`src/hdl/acks_pkg.sv`:
```
// ----------------------------------------------------------------------------
// acks_pkg
// Shared constants, types and helper functions of the Ackermann steering
// split pipeline.
// ----------------------------------------------------------------------------
package acks_pkg;

   localparam int CORDIC_STAGES = 16;
   localparam int ANGLE_WIDTH   = 16;

   localparam int N_ST     = (CORDIC_STAGES < 24) ? CORDIC_STAGES : 24;
   localparam int ANG_FRAC = ANGLE_WIDTH - 3;
   localparam int ZW       = ANGLE_WIDTH + 2;

   localparam int CMD_W  = 16;
   localparam int DB_W   = 14;
   localparam int AM_W   = 14;
   localparam int LIM_W  = 15;
   localparam int LEN_W  = 16;
   localparam int AMIN_W = 15;
   localparam int AMAX_W = 14;
   localparam int CSR_IDX_W = 3;
   localparam int CSR_DAT_W = 16;

   localparam int PROD1_W = CMD_W + LIM_W;
   localparam int ROT_W   = 31;
   localparam int PROD_W  = 49;
   localparam int DEN_W   = 50;
   localparam int VEC_W   = 53;
   localparam int DIV_SH  = 28 - ANG_FRAC;
   localparam int NUM_W   = 34;
   localparam int Q_W     = 16;

   localparam int AF_UP  = (ANG_FRAC >= 13) ? ANG_FRAC - 13 : 0;
   localparam int AF_DN  = (ANG_FRAC >= 13) ? 0 : 13 - ANG_FRAC;
   localparam int AF_RND = (AF_DN > 0) ? (1 << (AF_DN - 1)) : 0;

   localparam int ATAN_SH = 30 - ANG_FRAC;

   localparam logic [AM_W-1:0] HALF_PI_Q13 = AM_W'(12868);
   localparam logic signed [ZW-1:0] HALF_PI_AF =
      ZW'((64'd1686629713 + (64'd1 << (ATAN_SH - 1))) >> ATAN_SH);
   localparam logic signed [ROT_W-1:0] XY_START = ROT_W'(268435456);

   localparam logic signed [CMD_W-1:0] CMD_MAX = 16'sh7FFF;
   localparam logic signed [CMD_W-1:0] CMD_MIN = -16'sh8000;

   localparam logic [31:0] ATAN_Q30 [24] = '{
      32'd843314857, 32'd497837829, 32'd263043836, 32'd133525159,
      32'd67021687,  32'd33543516,  32'd16775851,  32'd8388437,
      32'd4194283,   32'd2097149,   32'd1048576,   32'd524288,
      32'd262144,    32'd131072,    32'd65536,     32'd32768,
      32'd16384,     32'd8192,      32'd4096,      32'd2048,
      32'd1024,      32'd512,       32'd256,       32'd128
   };

   typedef enum logic [CSR_IDX_W-1:0] {
      CSR_WHEEL_BASE,
      CSR_TRACK_WIDTH,
      CSR_STEER_MIN,
      CSR_STEER_MAX,
      CSR_LEFT_MIN,
      CSR_LEFT_MAX,
      CSR_RIGHT_MIN,
      CSR_RIGHT_MAX
   } csr_index_type;

   typedef struct packed {
      logic neg;
      logic straight;
      logic zero_ang;
   } meta_type;

   typedef struct packed {
      meta_type             meta;
      logic [1:0]           ovr;
      logic [1:0][ZW-1:0]   oval;
   } vtag_type;

   typedef struct packed {
      logic       straight;
      logic [1:0] sat;
      logic [1:0] zres;
      logic [1:0] sgn;
   } dtag_type;

   function automatic logic signed [ZW-1:0] atan_af(input int idx);
      logic [32:0] t;
      t = {1'b0, ATAN_Q30[idx]} + (33'd1 << (ATAN_SH - 1));
      return ZW'(t >> ATAN_SH);
   endfunction

   function automatic logic [LIM_W-1:0] neg_limit_mag(input logic [AMIN_W-1:0] v);
      logic [LIM_W:0] d;
      d = 16'h8000 - {1'b0, v};
      return v[AMIN_W-1] ? d[LIM_W-1:0] : v;
   endfunction

   function automatic logic signed [ZW-1:0] to_af(input logic [AM_W-1:0] am);
      logic [31:0] w;
      w = (32'(am) << AF_UP) + 32'(AF_RND);
      return ZW'(w >> AF_DN);
   endfunction

endpackage

```
`src/hdl/acks_rotator.sv`:
```
// ----------------------------------------------------------------------------
// acks_rotator
// Rotation-mode CORDIC, one micro-rotation per register stage; produces
// the unscaled cosine and sine of the steering angle.
// ----------------------------------------------------------------------------
module acks_rotator (
   input  logic                                  clock,
   input  logic                                  reset,
   input  logic                                  en,
   input  logic                                  in_valid,
   input  logic signed [acks_pkg::ZW-1:0]        in_z,
   input  acks_pkg::meta_type                    in_meta,
   output logic                                  out_valid,
   output logic signed [acks_pkg::ROT_W-1:0]     out_cos,
   output logic signed [acks_pkg::ROT_W-1:0]     out_sin,
   output acks_pkg::meta_type                    out_meta
);

   logic [acks_pkg::N_ST-1:0]                v_ff;
   logic [acks_pkg::N_ST-1:0]                v_in;
   logic signed [acks_pkg::ROT_W-1:0]        x_ff  [acks_pkg::N_ST];
   logic signed [acks_pkg::ROT_W-1:0]        y_ff  [acks_pkg::N_ST];
   logic signed [acks_pkg::ZW-1:0]           z_ff  [acks_pkg::N_ST];
   acks_pkg::meta_type                       m_ff  [acks_pkg::N_ST];
   logic signed [acks_pkg::ROT_W-1:0]        x_in  [acks_pkg::N_ST];
   logic signed [acks_pkg::ROT_W-1:0]        y_in  [acks_pkg::N_ST];
   logic signed [acks_pkg::ZW-1:0]           z_in  [acks_pkg::N_ST];
   acks_pkg::meta_type                       m_in  [acks_pkg::N_ST];
   logic signed [acks_pkg::ROT_W-1:0]        sx    [acks_pkg::N_ST];
   logic signed [acks_pkg::ROT_W-1:0]        sy    [acks_pkg::N_ST];
   logic signed [acks_pkg::ZW-1:0]           sz    [acks_pkg::N_ST];

   always_comb begin
      sx[0]   = acks_pkg::XY_START;
      sy[0]   = '0;
      sz[0]   = in_z;
      v_in[0] = in_valid;
      m_in[0] = in_meta;
      for (int k = 1; k < acks_pkg::N_ST; k++) begin
         sx[k]   = x_ff[k-1];
         sy[k]   = y_ff[k-1];
         sz[k]   = z_ff[k-1];
         v_in[k] = v_ff[k-1];
         m_in[k] = m_ff[k-1];
      end
      for (int k = 0; k < acks_pkg::N_ST; k++) begin
         if (sz[k] >= 0) begin
            x_in[k] = sx[k] - (sy[k] >>> k);
            y_in[k] = sy[k] + (sx[k] >>> k);
            z_in[k] = sz[k] - acks_pkg::atan_af(k);
         end else begin
            x_in[k] = sx[k] + (sy[k] >>> k);
            y_in[k] = sy[k] - (sx[k] >>> k);
            z_in[k] = sz[k] + acks_pkg::atan_af(k);
         end
      end
   end

   always_ff @(posedge clock) begin
      if (reset) begin
         v_ff <= '0;
      end else if (en) begin
         v_ff <= v_in;
      end
   end

   always_ff @(posedge clock) begin
      if (en) begin
         for (int k = 0; k < acks_pkg::N_ST; k++) begin
            x_ff[k] <= x_in[k];
            y_ff[k] <= y_in[k];
            z_ff[k] <= z_in[k];
            m_ff[k] <= m_in[k];
         end
      end
   end

   assign out_valid = v_ff[acks_pkg::N_ST-1];
   assign out_cos   = x_ff[acks_pkg::N_ST-1];
   assign out_sin   = y_ff[acks_pkg::N_ST-1];
   assign out_meta  = m_ff[acks_pkg::N_ST-1];

endmodule

```
`config.mk`:
```
export PLATFORM = sky130hd
export DESIGN_NAME = acks_rotator
export DESIGN_NICKNAME = d
export VERILOG_FILES = /design/src/hdl/acks_pkg.sv /design/src/hdl/acks_rotator.sv
export SDC_FILE = /design/constraint.sdc
export NUM_CORES = 2
export LEC_CHECK = 0
export BUFFER_PORTS_ARGS = -buffer_cell sky130_fd_sc_hd__buf_2
export CAP_MARGIN = 20
export CORE_MARGIN = 2
export CORE_UTILIZATION = 38
export DETAILED_ROUTE_END_ITERATION = 10
export PLACE_DENSITY = 0.49
export SYNTH_ARGS = -nofsm -noshare
export SYNTH_HDL_FRONTEND = slang
export SYNTH_SLANG_ARGS = --single-unit
```
`constraint.sdc`:
```
create_clock -name clock -period 6.25 [get_ports clock]
set_clock_uncertainty 0.2 [all_clocks]
set_input_delay 1.875 -clock clock [delete_from_list [all_inputs] [get_ports clock]]
set_output_delay 1.875 -clock clock [all_outputs]
set_load 0.02 [all_outputs]
```
Yosys cells after proc, flatten, opt, wreduce, memory -nomap -nowiden:

Memories as Yosys holds them, arrays and structs flattened.
Index checks and enable logic that the tools add are counted.

* add/subtract/negate cells: 90
* magnitude comparators: 16
* multiplexer cells: 48

Operators with widths (number)
* 2-to-1 mux 31 bit: 31
* greater-or-equal comparator 18 x 1 -> 1 bit, second input constant: 16
* 2-to-1 mux 18 bit: 15
* adder 31 x 16 -> 31 bit: 2
* adder 31 x 17 -> 31 bit: 2
* adder 31 x 18 -> 31 bit: 2
* adder 31 x 19 -> 31 bit: 2
* adder 31 x 20 -> 31 bit: 2
* adder 31 x 21 -> 31 bit: 2
* adder 31 x 22 -> 31 bit: 2
* adder 31 x 23 -> 31 bit: 2
* adder 31 x 24 -> 31 bit: 2
* adder 31 x 25 -> 31 bit: 2
* adder 31 x 26 -> 31 bit: 2
* adder 31 x 27 -> 31 bit: 2
* adder 31 x 28 -> 31 bit: 2
* adder 31 x 29 -> 31 bit: 2
* adder 31 x 30 -> 31 bit: 2
* subtractor 31 x 16 -> 31 bit: 2
* subtractor 31 x 17 -> 31 bit: 2
* subtractor 31 x 18 -> 31 bit: 2
* subtractor 31 x 19 -> 31 bit: 2
* subtractor 31 x 20 -> 31 bit: 2
* subtractor 31 x 21 -> 31 bit: 2
* other kinds (36): 50

* output and inout port bits: 66
* word-level logic and storage cells: 159
* RAM bits: 1328
* register bits after elaboration: 16
* memories: 4
* input port bits: 25

Memory list
* x_ff: depth 16, bits a word 31, rd ports 16, clocked after Yosys merged registers in 0, write ports 16, line acks_rotator.sv:21 `logic signed [acks_pkg::ROT_W-1:0] x_ff [acks_pkg::N_ST];`
* y_ff: depth 16, bits a word 31, rd ports 16, clocked after Yosys merged registers in 0, write ports 16, line acks_rotator.sv:22 `logic signed [acks_pkg::ROT_W-1:0] y_ff [acks_pkg::N_ST];`
* z_ff: depth 16, bits a word 18, rd ports 15, clocked after Yosys merged registers in 0, write ports 16, line acks_rotator.sv:23 `logic signed [acks_pkg::ZW-1:0] z_ff [acks_pkg::N_ST];`
* m_ff: depth 16, bits a word 3, rd ports 16, clocked after Yosys merged registers in 0, write ports 16, line acks_rotator.sv:24 `acks_pkg::meta_type m_ff [acks_pkg::N_ST];`

Longest topological paths before layout:

An unclocked memory read counts as a cell.

* depth in word-level cells: 3
* gate-level depth with buffers: 22
* gate-level depth less buffers: 21

Worst setup path before layout:

OpenSTA, ideal clock, no wires.

* path kind: register to register
* start: memory z_ff[1][71] (netlist bit)
* end: memory y_ff[1][154] (netlist bit) (data pin)
* path slack: 0.722 ns
* data required time: 5.792 ns
* buffers on the path: 1
* clock period less this slack: 5.528 ns
* arrival: 5.071 ns
* cell stages (with the launch flop): 22
* library setup time: 0.258 ns
* path through: edfxtp_1 -> inv_1 -> ha_1 -> or4b_2 -> nor4_1 -> nor2_1 -> clkinv_1 -> buf_1 -> nor2_1 -> xor2_1 -> ha_1 -> nor2b_1 -> o21ai_1 -> a21boi_1 -> or4_1 -> a31oi_1 -> o21ai_1 -> a22oi_1 -> a211o_1 -> a21boi_0 -> o41a_1 -> xnor2_1

RTL lines (line)
* from (decl): acks_rotator.sv:23
* to (decl): acks_rotator.sv:22

==> impl_metrics.yaml <==
layout:
  num-fill-cells: 19128
  final_common_cell: "edfxtp_1"
  design.final.nets: 8538
  area.growth.synth_to_final_pct: 11.06
  layout-drive-gt1-share_pct: 6.242
  multi_input_area_sq_um: 43760
  final-seq-area_sq_um: 30110
  most-common-layout-cells: "992 x edfxtp_1, 840 x ha_1, 753 x xnor2_1, 687 x a21oi_1, 471 x nor2_1"
clock_tree:
  cts.root.buffer_cell: "clkbuf_16"
  cts-buffers-inserted: 130
  clk_path_buf_depth: 3
  clk_pin_slew_ns: 0.06
  ctsHtreeMaxLevel: 4
  insertion_delay_ns: 0.78
  count_of_hold_fix_buffers_inserted_at_cts: 0
  cts_tree: "done"
  cts_sinks: 1008
setup_path:
  worst_setup_path_end_kind: "flop"
  worst_setup_path_start_kind: "flop"
  ff2ff_setup_slack_ns: 0.47
  critPathArrivalTime_ns: 6.15
  rr_startpoint: "z_ff[1][72]"
  critical_path_class: "flop to flop"
  worst_r2r_endpoint: "x_ff[1][184]"
  worst-path-max-fanout: 19
  r2r_cells: 17
  worstPathRequired_ns: 6.62
yosys:
  synth-seq-cells: 1008
  synth_top_cell_area_share_pct: 39.27
  post_synth_main_area_contributors: "edfxtp_1 39%, ha_1 14%, xnor2_1 8.7%"
  synthDistinctLibCells: 93
  yosys_warnings: 0
  synth-edff-count: 992
  synth_area_sq_um: 75850
  synth.avg_cell_area_sq_um: 10.18
  synth_cells: 7449
  postSynthNetCount: 8354
  ys_async_sr_fraction_pct: 0
  synth_seq_area_share_pct: 39.69
  post-synth-top-area-cell: "edfxtp_1"
  ys_dominant_reg_cell: "edfxtp_1"
sta:
  post-route-period-util_pct: 92.50
  period_minus_slack_ns: 5.781
  rsz_0062_raised_after_global_routing: "no"
  slew_at_the_pin_with_the_worst_max_slew_slack_ns: 1.015
  hold_viol: 0
  totalNegativeSetupSlack_ns: 0
  final-setup-viol-count: 0
  max_freq_ghz: 0.1730
  max_slew_margin_pct: 32.34
  max_slew_violations: 0
route:
  wl_per_cell_um: 18.84
  detail_route.drc_violations: 0
  drt_iter0_drc: 2723
  num_vias: 54668
  finalWirelength_um: 195500
  viasPerCell: 5.267
  final_antenna_net_count: 0
  dr.pass1.iters: 5
status:
  run_status: "complete, no violations"
grt:
  grt_overflow_total: 0
  grt_max_degree: 118
  gr-usage-all-layers_pct: 18.97
  antenna_found_initial: 1
  global_route_wire_length_before_repair_um: 307300
  grt_pass1_vias: 54464
floorplan:
  fp-row-count: 163
  core_area_sq_um: 197800
  initial_utilization_pct: 38.34
  die_y_um: 450.8
  pin_count: 91
  die-area_sq_um: 203200
  width_of_the_die_um: 450.8
place:
  port_bufs: 90
  dpl.hpwl_um: 156000
  gp_congestion: 0.8881
hold_path:
  hold_class: "flop to flop"
  min_to: "m_ff[0][5]"
  hold_path_startpoint: "m_ff[0][2]"
  min_path_cells: 0
job:
  maxCapViolations: 0
-- cells in the mapped netlist, drive strengths merged (43+ instances only) --
master	n
a21o	296
a21oi	687
a31oi	56
and3	66
clkbuf	97
edfxtp	992
ha	840
inv	417
nand2	404
nand2b	123
nand3	128
nor2	478
nor2b	110
nor3	132
nor4	66
o21a	87
o21ai	402
o21bai	138
o31ai	83
o41ai	43
or3	63
xnor2	753
xor2	395
-- critical path, stage by stage (launching register included) --
cell and delay, ns:
edfxtp_1 0.48, or4_1 0.55, nor4_1 0.39, nor2_2 0.23, inv_2 0.34, nor2_1 0.10
xnor2_1 0.25, ha_1 0.32, o21ai_0 0.12, a21boi_0 0.14, o21ai_0 0.27, a21oi_1 0.15
o21ai_0 0.23, and3_1 0.37, nor2_1 0.17, a311oi_1 0.66, o21ai_0 0.29, o22ai_1 0.30
-- repair_timing --
action	4_1_cts	5_1_grt
endpoints found under the setup margin	0	3
hold endpoints to repair	0	0
buffers inserted	0	0
gates resized for setup	0	4
-- per-stage QoR --
stage	util, %	setup slack, ns	cells	area [sq um]	hold slack, ns
after floorplan	-	0.7216	7449	75850	0.2003
after global placement	40.39	0.3471	10141	79910	0.2004
after detailed placement	40.39	0.3055	10141	79910	0.2045
after CTS	42.58	0.2709	10378	84230	0.2160
after global routing	42.58	0.06150	10379	84240	0.2220
final	42.58	0.4685	10379	84240	0.2147
-- kinds of logic (layout without fill, tap and decap cells) --
| group | Yosys count | count (layout) | share of synthesized area (%) |
|---|---|---|---|
| buf+inv | 537 | 826 | 2.697 |
| other cells | 0 | 1 | 0 |
| xor+xnor | 1148 | 1148 | 13.26 |
| flops | 1008 | 1008 | 39.69 |
| fa+ha+maj | 880 | 880 | 14.91 |
| mux | 56 | 56 | 0.7885 |
| simple gates | 1771 | 1771 | 11.53 |
| compound gates | 2049 | 2049 | 17.12 |
-- state kept, by name, indices dropped and copies added, names as in the netlist --
name and count:
m_ff 48, y_ff 347, z_ff 253, v_ff 16, x_ff 344
-- metal layers --
metal	GRT usage, %	up-vias	routed length, um
met2	33.89	746	97040
met5	0	-	0
met1	23.72	25840	87280
met4	5.968	0	5702
met3	2.251	271	5474
li1	-	27811	-
-- how the worst max path moves through the flow --
stage	startpoint	end	slack, ns	cells after the start
2_1_floorplan	z_ff[1][71]	y_ff[1][154]	0.72	21
3_3_place_gp	z_ff[1][72]	x_ff[1][184]	0.35	17
3_5_place_dp	z_ff[1][72]	x_ff[1][180]	0.31	17
4_1_cts	z_ff[1][72]	x_ff[1][184]	0.27	17
5_1_grt	z_ff[1][35]	y_ff[1][90]	0.06	20
6_report	z_ff[1][72]	x_ff[1][184]	0.47	17
-- cell type report --
cell class                 count  share of cell area (%)
antenna                        1                0.002970
clock inverter                83                   1.004
sequential                  1008                   35.74
clock buffer                 154                   4.120
tap                         2640                   3.921
multi-input combinational   5904                   51.95
timing repair buffer         169                   1.384
inverter                     420                   1.879
Power is left out: the tool's default activity adds up to more than one toggle a clock period on the data nets, which glitch-free logic cannot reach.
