### config.mk
export PLATFORM = sky130hd
export DESIGN_NAME = acks_divider
export DESIGN_NICKNAME = d
export VERILOG_FILES = /design/src/hdl/acks_pkg.sv /design/src/hdl/acks_divider.sv
export SDC_FILE = /design/constraint.sdc
export NUM_CORES = 2
export LEC_CHECK = 0
export ABC_AREA = 0
export BUFFER_PORTS_ARGS = -buffer_cell sky130_fd_sc_hd__clkbuf_2
export CORE_MARGIN = 8
export CORE_UTILIZATION = 60
export CTS_CLUSTER_DIAMETER = 100
export DETAILED_ROUTE_END_ITERATION = 8
export HOLD_SLACK_MARGIN = 0.1
export PLACE_DENSITY = 0.86
export SLEW_MARGIN = 20
export SYNTH_ARGS = -nofsm -noshare
export SYNTH_HDL_FRONTEND = slang
export SYNTH_SLANG_ARGS = --single-unit
### constraint.sdc
create_clock -name clock -period 3.6 [get_ports clock]
set_input_delay 0.18 -clock clock [delete_from_list [all_inputs] [get_ports clock]]
set_output_delay 0.18 -clock clock [all_outputs]
set_load 0.02 [all_outputs]
### src/hdl/acks_pkg.sv
// ----------------------------------------------------------------------------
// acks_pkg
// Shared constants, types and helper functions of the Ackermann steering
// split pipeline.
// ----------------------------------------------------------------------------
package acks_pkg;

   localparam int CORDIC_STAGES = 16;
   localparam int ANGLE_WIDTH   = 16;

   localparam int N_ST     = (CORDIC_STAGES < 24) ? CORDIC_STAGES : 24;
   localparam int ANG_FRAC = ANGLE_WIDTH - 3;
   localparam int ZW       = ANGLE_WIDTH + 2;

   localparam int CMD_W  = 16;
   localparam int DB_W   = 14;
   localparam int AM_W   = 14;
   localparam int LIM_W  = 15;
   localparam int LEN_W  = 16;
   localparam int AMIN_W = 15;
   localparam int AMAX_W = 14;
   localparam int CSR_IDX_W = 3;
   localparam int CSR_DAT_W = 16;

   localparam int PROD1_W = CMD_W + LIM_W;
   localparam int ROT_W   = 31;
   localparam int PROD_W  = 49;
   localparam int DEN_W   = 50;
   localparam int VEC_W   = 53;
   localparam int DIV_SH  = 28 - ANG_FRAC;
   localparam int NUM_W   = 34;
   localparam int Q_W     = 16;

   localparam int AF_UP  = (ANG_FRAC >= 13) ? ANG_FRAC - 13 : 0;
   localparam int AF_DN  = (ANG_FRAC >= 13) ? 0 : 13 - ANG_FRAC;
   localparam int AF_RND = (AF_DN > 0) ? (1 << (AF_DN - 1)) : 0;

   localparam int ATAN_SH = 30 - ANG_FRAC;

   localparam logic [AM_W-1:0] HALF_PI_Q13 = AM_W'(12868);
   localparam logic signed [ZW-1:0] HALF_PI_AF =
      ZW'((64'd1686629713 + (64'd1 << (ATAN_SH - 1))) >> ATAN_SH);
   localparam logic signed [ROT_W-1:0] XY_START = ROT_W'(268435456);

   localparam logic signed [CMD_W-1:0] CMD_MAX = 16'sh7FFF;
   localparam logic signed [CMD_W-1:0] CMD_MIN = -16'sh8000;

   localparam logic [31:0] ATAN_Q30 [24] = '{
      32'd843314857, 32'd497837829, 32'd263043836, 32'd133525159,
      32'd67021687,  32'd33543516,  32'd16775851,  32'd8388437,
      32'd4194283,   32'd2097149,   32'd1048576,   32'd524288,
      32'd262144,    32'd131072,    32'd65536,     32'd32768,
      32'd16384,     32'd8192,      32'd4096,      32'd2048,
      32'd1024,      32'd512,       32'd256,       32'd128
   };

   typedef enum logic [CSR_IDX_W-1:0] {
      CSR_WHEEL_BASE,
      CSR_TRACK_WIDTH,
      CSR_STEER_MIN,
      CSR_STEER_MAX,
      CSR_LEFT_MIN,
      CSR_LEFT_MAX,
      CSR_RIGHT_MIN,
      CSR_RIGHT_MAX
   } csr_index_type;

   typedef struct packed {
      logic neg;
      logic straight;
      logic zero_ang;
   } meta_type;

   typedef struct packed {
      meta_type             meta;
      logic [1:0]           ovr;
      logic [1:0][ZW-1:0]   oval;
   } vtag_type;

   typedef struct packed {
      logic       straight;
      logic [1:0] sat;
      logic [1:0] zres;
      logic [1:0] sgn;
   } dtag_type;

   function automatic logic signed [ZW-1:0] atan_af(input int idx);
      logic [32:0] t;
      t = {1'b0, ATAN_Q30[idx]} + (33'd1 << (ATAN_SH - 1));
      return ZW'(t >> ATAN_SH);
   endfunction

   function automatic logic [LIM_W-1:0] neg_limit_mag(input logic [AMIN_W-1:0] v);
      logic [LIM_W:0] d;
      d = 16'h8000 - {1'b0, v};
      return v[AMIN_W-1] ? d[LIM_W-1:0] : v;
   endfunction

   function automatic logic signed [ZW-1:0] to_af(input logic [AM_W-1:0] am);
      logic [31:0] w;
      w = (32'(am) << AF_UP) + 32'(AF_RND);
      return ZW'(w >> AF_DN);
   endfunction

endpackage

### src/hdl/acks_divider.sv
// ----------------------------------------------------------------------------
// acks_divider
// Two-lane restoring divider, one quotient bit per register stage; turns
// wheel angle magnitudes into command magnitudes.
// ----------------------------------------------------------------------------
module acks_divider (
   input  logic                                  clock,
   input  logic                                  reset,
   input  logic                                  en,
   input  logic                                  in_valid,
   input  logic [acks_pkg::NUM_W-1:0]            in_num [2],
   input  logic [acks_pkg::LIM_W-1:0]            in_lim [2],
   input  acks_pkg::dtag_type                    in_tag,
   output logic                                  out_valid,
   output logic [acks_pkg::Q_W-1:0]              out_q [2],
   output acks_pkg::dtag_type                    out_tag
);

   logic [acks_pkg::Q_W-1:0]             v_ff;
   logic [acks_pkg::Q_W-1:0]             v_in;
   logic [acks_pkg::NUM_W-1:0]           r_ff  [acks_pkg::Q_W][2];
   logic [acks_pkg::LIM_W-1:0]           d_ff  [acks_pkg::Q_W][2];
   logic [acks_pkg::Q_W-1:0]             q_ff  [acks_pkg::Q_W][2];
   acks_pkg::dtag_type                   t_ff  [acks_pkg::Q_W];
   logic [acks_pkg::NUM_W-1:0]           r_in  [acks_pkg::Q_W][2];
   logic [acks_pkg::Q_W-1:0]             q_in  [acks_pkg::Q_W][2];
   acks_pkg::dtag_type                   t_in  [acks_pkg::Q_W];
   logic [acks_pkg::NUM_W-1:0]           sr    [acks_pkg::Q_W][2];
   logic [acks_pkg::LIM_W-1:0]           sd    [acks_pkg::Q_W][2];
   logic [acks_pkg::Q_W-1:0]             sq    [acks_pkg::Q_W][2];
   logic [acks_pkg::NUM_W-1:0]           trial [acks_pkg::Q_W][2];

   always_comb begin
      v_in[0] = in_valid;
      t_in[0] = in_tag;
      for (int l = 0; l < 2; l++) begin
         sr[0][l] = in_num[l];
         sd[0][l] = in_lim[l];
         sq[0][l] = '0;
      end
      for (int k = 1; k < acks_pkg::Q_W; k++) begin
         v_in[k] = v_ff[k-1];
         t_in[k] = t_ff[k-1];
         for (int l = 0; l < 2; l++) begin
            sr[k][l] = r_ff[k-1][l];
            sd[k][l] = d_ff[k-1][l];
            sq[k][l] = q_ff[k-1][l];
         end
      end
      for (int k = 0; k < acks_pkg::Q_W; k++) begin
         for (int l = 0; l < 2; l++) begin
            trial[k][l] = acks_pkg::NUM_W'(sd[k][l]) << (acks_pkg::Q_W - 1 - k);
            q_in[k][l]  = sq[k][l];
            if (sr[k][l] >= trial[k][l]) begin
               r_in[k][l] = sr[k][l] - trial[k][l];
               q_in[k][l][acks_pkg::Q_W-1-k] = 1'b1;
            end else begin
               r_in[k][l] = sr[k][l];
            end
         end
      end
   end

   always_ff @(posedge clock) begin
      if (reset) begin
         v_ff <= '0;
      end else if (en) begin
         v_ff <= v_in;
      end
   end

   always_ff @(posedge clock) begin
      if (en) begin
         for (int k = 0; k < acks_pkg::Q_W; k++) begin
            t_ff[k] <= t_in[k];
            for (int l = 0; l < 2; l++) begin
               r_ff[k][l] <= r_in[k][l];
               d_ff[k][l] <= sd[k][l];
               q_ff[k][l] <= q_in[k][l];
            end
         end
      end
   end

   assign out_valid = v_ff[acks_pkg::Q_W-1];
   assign out_q[0]  = q_ff[acks_pkg::Q_W-1][0];
   assign out_q[1]  = q_ff[acks_pkg::Q_W-1][1];
   assign out_tag   = t_ff[acks_pkg::Q_W-1];

endmodule

### Yosys cells after proc, flatten, opt, wreduce, memory -nomap -nowiden

Memory sizes are Yosys's and may differ from the RTL's.
Cells that the tools add are included.

* bits of input ports: 109
* memories: 4
* memory bits (writable): 2192
* register bits after elaboration: 16
* logic and storage cells: 135

Memories
* r_ff: depth 16, bits a word 68, read ports 15, clocked after memory_dff 0, wr ports 16, line acks_divider.sv:21 `logic [acks_pkg::NUM_W-1:0] r_ff [acks_pkg::Q_W][2];`
* q_ff: depth 16, bits a word 32, read ports 16, clocked after memory_dff 0, wr ports 16, line acks_divider.sv:23 `logic [acks_pkg::Q_W-1:0] q_ff [acks_pkg::Q_W][2];`
* d_ff: depth 16, bits a word 30, read ports 15, clocked after memory_dff 0, wr ports 16, line acks_divider.sv:22 `logic [acks_pkg::LIM_W-1:0] d_ff [acks_pkg::Q_W][2];`
* t_ff: depth 16, bits a word 7, read ports 16, clocked after memory_dff 0, wr ports 16, line acks_divider.sv:24 `acks_pkg::dtag_type t_ff [acks_pkg::Q_W];`

* add/subtract/negate cells: 32
* $lt $le $gt $ge: 32
* muxes and demuxes: 66

Operator list (number)
* two-way mux 34 bit: 32
* >= comparator 34 x 15 -> 1 bit: 2
* >= comparator 34 x 16 -> 1 bit: 2
* >= comparator 34 x 17 -> 1 bit: 2
* >= comparator 34 x 18 -> 1 bit: 2
* >= comparator 34 x 19 -> 1 bit: 2
* >= comparator 34 x 20 -> 1 bit: 2
* >= comparator 34 x 21 -> 1 bit: 2
* >= comparator 34 x 22 -> 1 bit: 2
* >= comparator 34 x 23 -> 1 bit: 2
* >= comparator 34 x 24 -> 1 bit: 2
* >= comparator 34 x 25 -> 1 bit: 2
* >= comparator 34 x 26 -> 1 bit: 2
* >= comparator 34 x 27 -> 1 bit: 2
* >= comparator 34 x 28 -> 1 bit: 2
* >= comparator 34 x 29 -> 1 bit: 2
* >= comparator 34 x 30 -> 1 bit: 2
* subtractor 34 x 15 -> 34 bit: 2
* subtractor 34 x 16 -> 34 bit: 2
* subtractor 34 x 17 -> 34 bit: 2
* subtractor 34 x 18 -> 34 bit: 2
* subtractor 34 x 19 -> 34 bit: 2
* subtractor 34 x 20 -> 34 bit: 2
* subtractor 34 x 21 -> 34 bit: 2
* other kinds (10): 52

### Longest topological paths before layout

An unclocked memory read counts as a cell.

* depth in word-level cells: 3
* depth in mapped cells: 16
* mapped depth without buffers: 14

### Worst setup path before layout

Ideal clock, no wire load.

* path type: register to register
* start point: memory d_ff[0][0] (netlist name)
* end point: memory r_ff[0][90] (netlist name), data pin
* setup time: 260 ps
* clock period less this slack: 3284 ps
* cell stages (with the launch flop): 11
* slack: 316 ps
* arrival: 3025 ps
* data required time: 3340 ps
* cells stage by stage: edfxtp_1 ha_1 fa_1 nor2b_1 o31a_1 o211ai_1 a21oi_1 o21ai_0 o311ai_1 clkbuf_1 mux2_2

RTL lines (line)
* start, declared: acks_divider.sv:22
* end, declared: acks_divider.sv:21

==> metrics <==
CP top delay family compound AO/OA/AOI/OAI gates; Setup CP Type input pin to flip-flop; Worst Hold Slack 0.2529 ns; CTS tree yes; R2R depth 10; main combinational cell family by area after synthesis simple AND/OR/NAND/NOR gates; H-tree depth 4; Worst R2R Start d_ff[0][15]; flop2flop setup slack 0.12 ns; Max VDD drop 541.9 uV; CP max stage cell dlygate4sd3_1; PnR worst setup slack -0.04222 ns; first-pass GRT wire length 283.9 mm; Worst Skew 0.03639 ns; IO Pins 149; Reg-to-Reg End r_ff[0][125]; DR WL/cell 17.31 um; Post-layout nets 8444; Fin. Hold Viols 0; asr flop ratio synth 0%; starting density of the core 60.29%; initial antenna violation count 0; GRT met3 Usage 3.063%; Period minus WS final 3.642 ns; gr busiest metal met2; Die Wd 406.5 um; die area 165200 um2; prevailing post-synth register cell edfxtp_1; Final Power 0.07126 W; Power Density 686.7 nW/um2; EDFF count, synth 1854; final slew viol count 0; Tightest Pin Transition 1.015 ns; syn avg cell area 12.52 um2; Synth Area in XOR/XNOR 6.128%; CTS Root Cell clkbuf_16; clk_lat worst skew 0.82 ns; Post-route DRC 0; Cells after Synth 7307; Area Growth Syn to Fin 13.46%; violated checks negative setup slack; Clock transition at path regs 0.06 ns; CTS sink cnt 1870; post-synthesis cell type count 96; Crit. path cell count 14; critical path required time 4.17 ns; CP Data Arrival Time 4.22 ns; Crit. End Element flip-flop; IO buf count 148; synthesized cell area 91470 um2; cell leakage power 39.75 nW; vias in the first global route 58.64k; Fmax achieved 274.6 MHz; placed cells 9475; Post-Synth Simple-Gate Area 10.98%; fin cells 10.01k; crit share post-route 101.2%; met1 GRT Util 23.33%; max cap viols 0; post-DR vias/cell 5.733; Worst Setup SP in_lim[16]; DP Wirelength 121.4 mm; Diodes inserted 0; Via Count 57.37k; #FFs+latches synth 1870; synth warn 0; DIE HEIGHT 406.5 um; outcome finished with violations; Critical Path Fanout Max 3; net count after synthesis 7926; total wire length 173.2 mm; row cnt 143; Slew headroom 31.44%; largest net degree at the start of global routing 113; Setup crit end r_ff[0][66]; clock buffer count from CTS 184; # setup viols final 2; CORE AREA 151700 um2; Max Buffers Root-to-Sink 3; share of cells above drive strength 1 9.541%; max incr delay on CP 0.58 ns; crit-path cells dlygate4sd3_1 -> clkbuf_2 -> inv_1 -> ha_1 -> nor2b_1 -> o31a_1 -> or3_1 -> a21oi_2 -> o21ai_0 -> a21o_1 -> a21o_1 -> a2111oi_2 -> xor2_1 -> dlygate4sd3_1; post-route ant nets 0; hold crit path type input pin to flip-flop; Pre-Repair DR Iteration Count 6; grt ovf 0; adder-cell share of the synthesized area 7.222%; met2 usage 38.03%; Synth Area in Compound Gates 9.708%; overall routing resource usage 20.76%; startpoint types input pin; post-synthesis mux area share 1.330%; RD Place Congestion 0.9633; DR iter-0 viols 4559; post-synthesis sequential area ratio 61.22%; WP buf/inv 4
## worst reg2reg max path, stage by stage, from the launching register on
cell and delay [ns]:
edfxtp_1 0.39, ha_1 0.25, fa_1 0.42, nor2b_1 0.13
o21ai_0 0.10, a21boi_0 0.37, o21ai_0 0.25, o21ai_0 0.38
a221o_1 0.32, buf_4 0.24, mux2_2 0.37
## registers in the layout, summed over array words and instances (netlist names)
name	cells
r_ff	1020
v_ff	16
q_ff	272
d_ff	450
t_ff	112
## layout make-up
cell class	instances	area [um2]
multi-input combinational	4655	32520
clock buffer	216	4818
timing repair buffer	493	4167
tap	2030	2540
clock inverter	121	1408
fill	10240	47940
inverter	621	2331
sequential	1870	55990
## per-stage QoR
step | util (%) | worst slack, ns | TNS [ns] | instance area [um2]
after global placement | 62.96 | 0.06775 | 0 | 95530
after CTS | 68.34 | 0.02934 | 0 | 103700
after detailed placement | 62.96 | -0.07679 | -0.08354 | 95530
after global routing | 68.40 | -0.06673 | -0.06673 | 103800
final | 68.40 | -0.04222 | -0.07311 | 103800
after floorplan | - | 0.3157 | 0 | 91470
## power by group
part           internal [W]  switching, W
registers            0.0292       0.00240
clock network        0.0115       0.00795
logic               0.00900        0.0112
## metal layers
layer / up-vias / part of all wire [%]
li1: 28090 / -
met1: 26810 / 39
met2: 1874 / 51
met3: 588 / 4.4
met4: 0 / 5.6
met5: - / 0
## synth_stat cells, types with 17 or more instances
master / n / area (um2)
xor2_1: 350 / 3065
nor2b_1: 91 / 569.3
a211oi_1: 35 / 262.8
xnor2_1: 290 / 2540
o41ai_1: 17 / 148.9
nor4_1: 132 / 825.8
fa_1: 30 / 600.6
o21a_1: 90 / 675.7
mux2i_1: 27 / 270.3
a31oi_1: 43 / 269.0
and3_1: 31 / 193.9
clkbuf_1: 98 / 367.9
a21boi_0: 25 / 187.7
or2_2: 28 / 175.2
or4_1: 48 / 360.4
nand2b_1: 91 / 569.3
or3_1: 88 / 550.5
o31a_1: 20 / 175.2
nand2_1: 470 / 1764
o31ai_1: 47 / 352.8
nor3_1: 192 / 960.9
buf_4: 42 / 315.3
edfxtp_1: 1854 / 55670
ha_1: 480 / 6006
nand4_1: 72 / 450.4
nand3b_1: 17 / 127.6
o21ai_0: 412 / 2062
nand3_1: 91 / 455.4
nor2_1: 474 / 1779
a21oi_1: 396 / 1982
and2_1: 21 / 131.4
mux2_2: 84 / 945.9
inv_1: 614 / 2305
nand4b_1: 28 / 245.2
a21o_1: 163 / 1224
nor3b_1: 17 / 127.6
nor4b_1: 33 / 289.0
o21bai_1: 25 / 187.7
## how the worst min path moves through the flow
stage,start,cells past startpoint,slack (ns),end
floorplan,in_lim[0],0,0.28,d_ff[0][0]
global placement,in_tag[1],1,0.36,t_ff[0][1]
detailed placement,in_tag[2],1,0.36,t_ff[0][2]
CTS,in_num[54],4,0.16,r_ff[0][54]
global route,in_num[20],3,0.22,r_ff[0][20]
finish,in_num[54],4,0.25,r_ff[0][54]
## cells in the final DEF (no fill, tap or decap), types with 28 or more instances in the layout
cell type	Yosys	layout
xnor2_1	290	290
edfxtp_1	1854	1854
mux2_2	84	84
nand4_1	72	72
a21oi_1	396	394
buf_12	0	28
or3_1	88	88
inv_1	614	614
or2_2	28	28
nor4_1	132	128
or4_1	48	48
a211oi_1	35	34
a21o_1	163	163
nand2_1	470	470
nand4b_1	28	28
clkinv_1	1	37
ha_1	480	480
buf_4	42	125
clkinv_2	0	32
nor4b_1	33	33
fa_1	30	30
xor2_1	350	350
o31ai_1	47	45
clkbuf_16	0	187
and3_1	31	31
clkbuf_2	0	147
nor2b_1	91	91
a31oi_1	43	41
dlygate4sd3_1	0	193
o21a_1	90	90
nand3_1	91	91
nand2b_1	91	91
o21ai_0	412	406
nor3_1	192	191
nor2_1	474	471
## cell families after synthesis
family          count (synthesis)
compound gates               1424
xor+xnor                      640
fa+ha+maj                     510
buf+inv                       782
flops                        1870
mux                           111
simple gates                 1970
## timing repair
item / in CTS / in global routing
buffers inserted: 0 / 1
pin swaps: 0 / 1
resized for setup: 1 / 24
endpoints found under the hold margin: 204 / 0
hold buffers: 193 / 0
setup endpoints to repair: 3 / 57
Power figures use the tool's default switching activity.
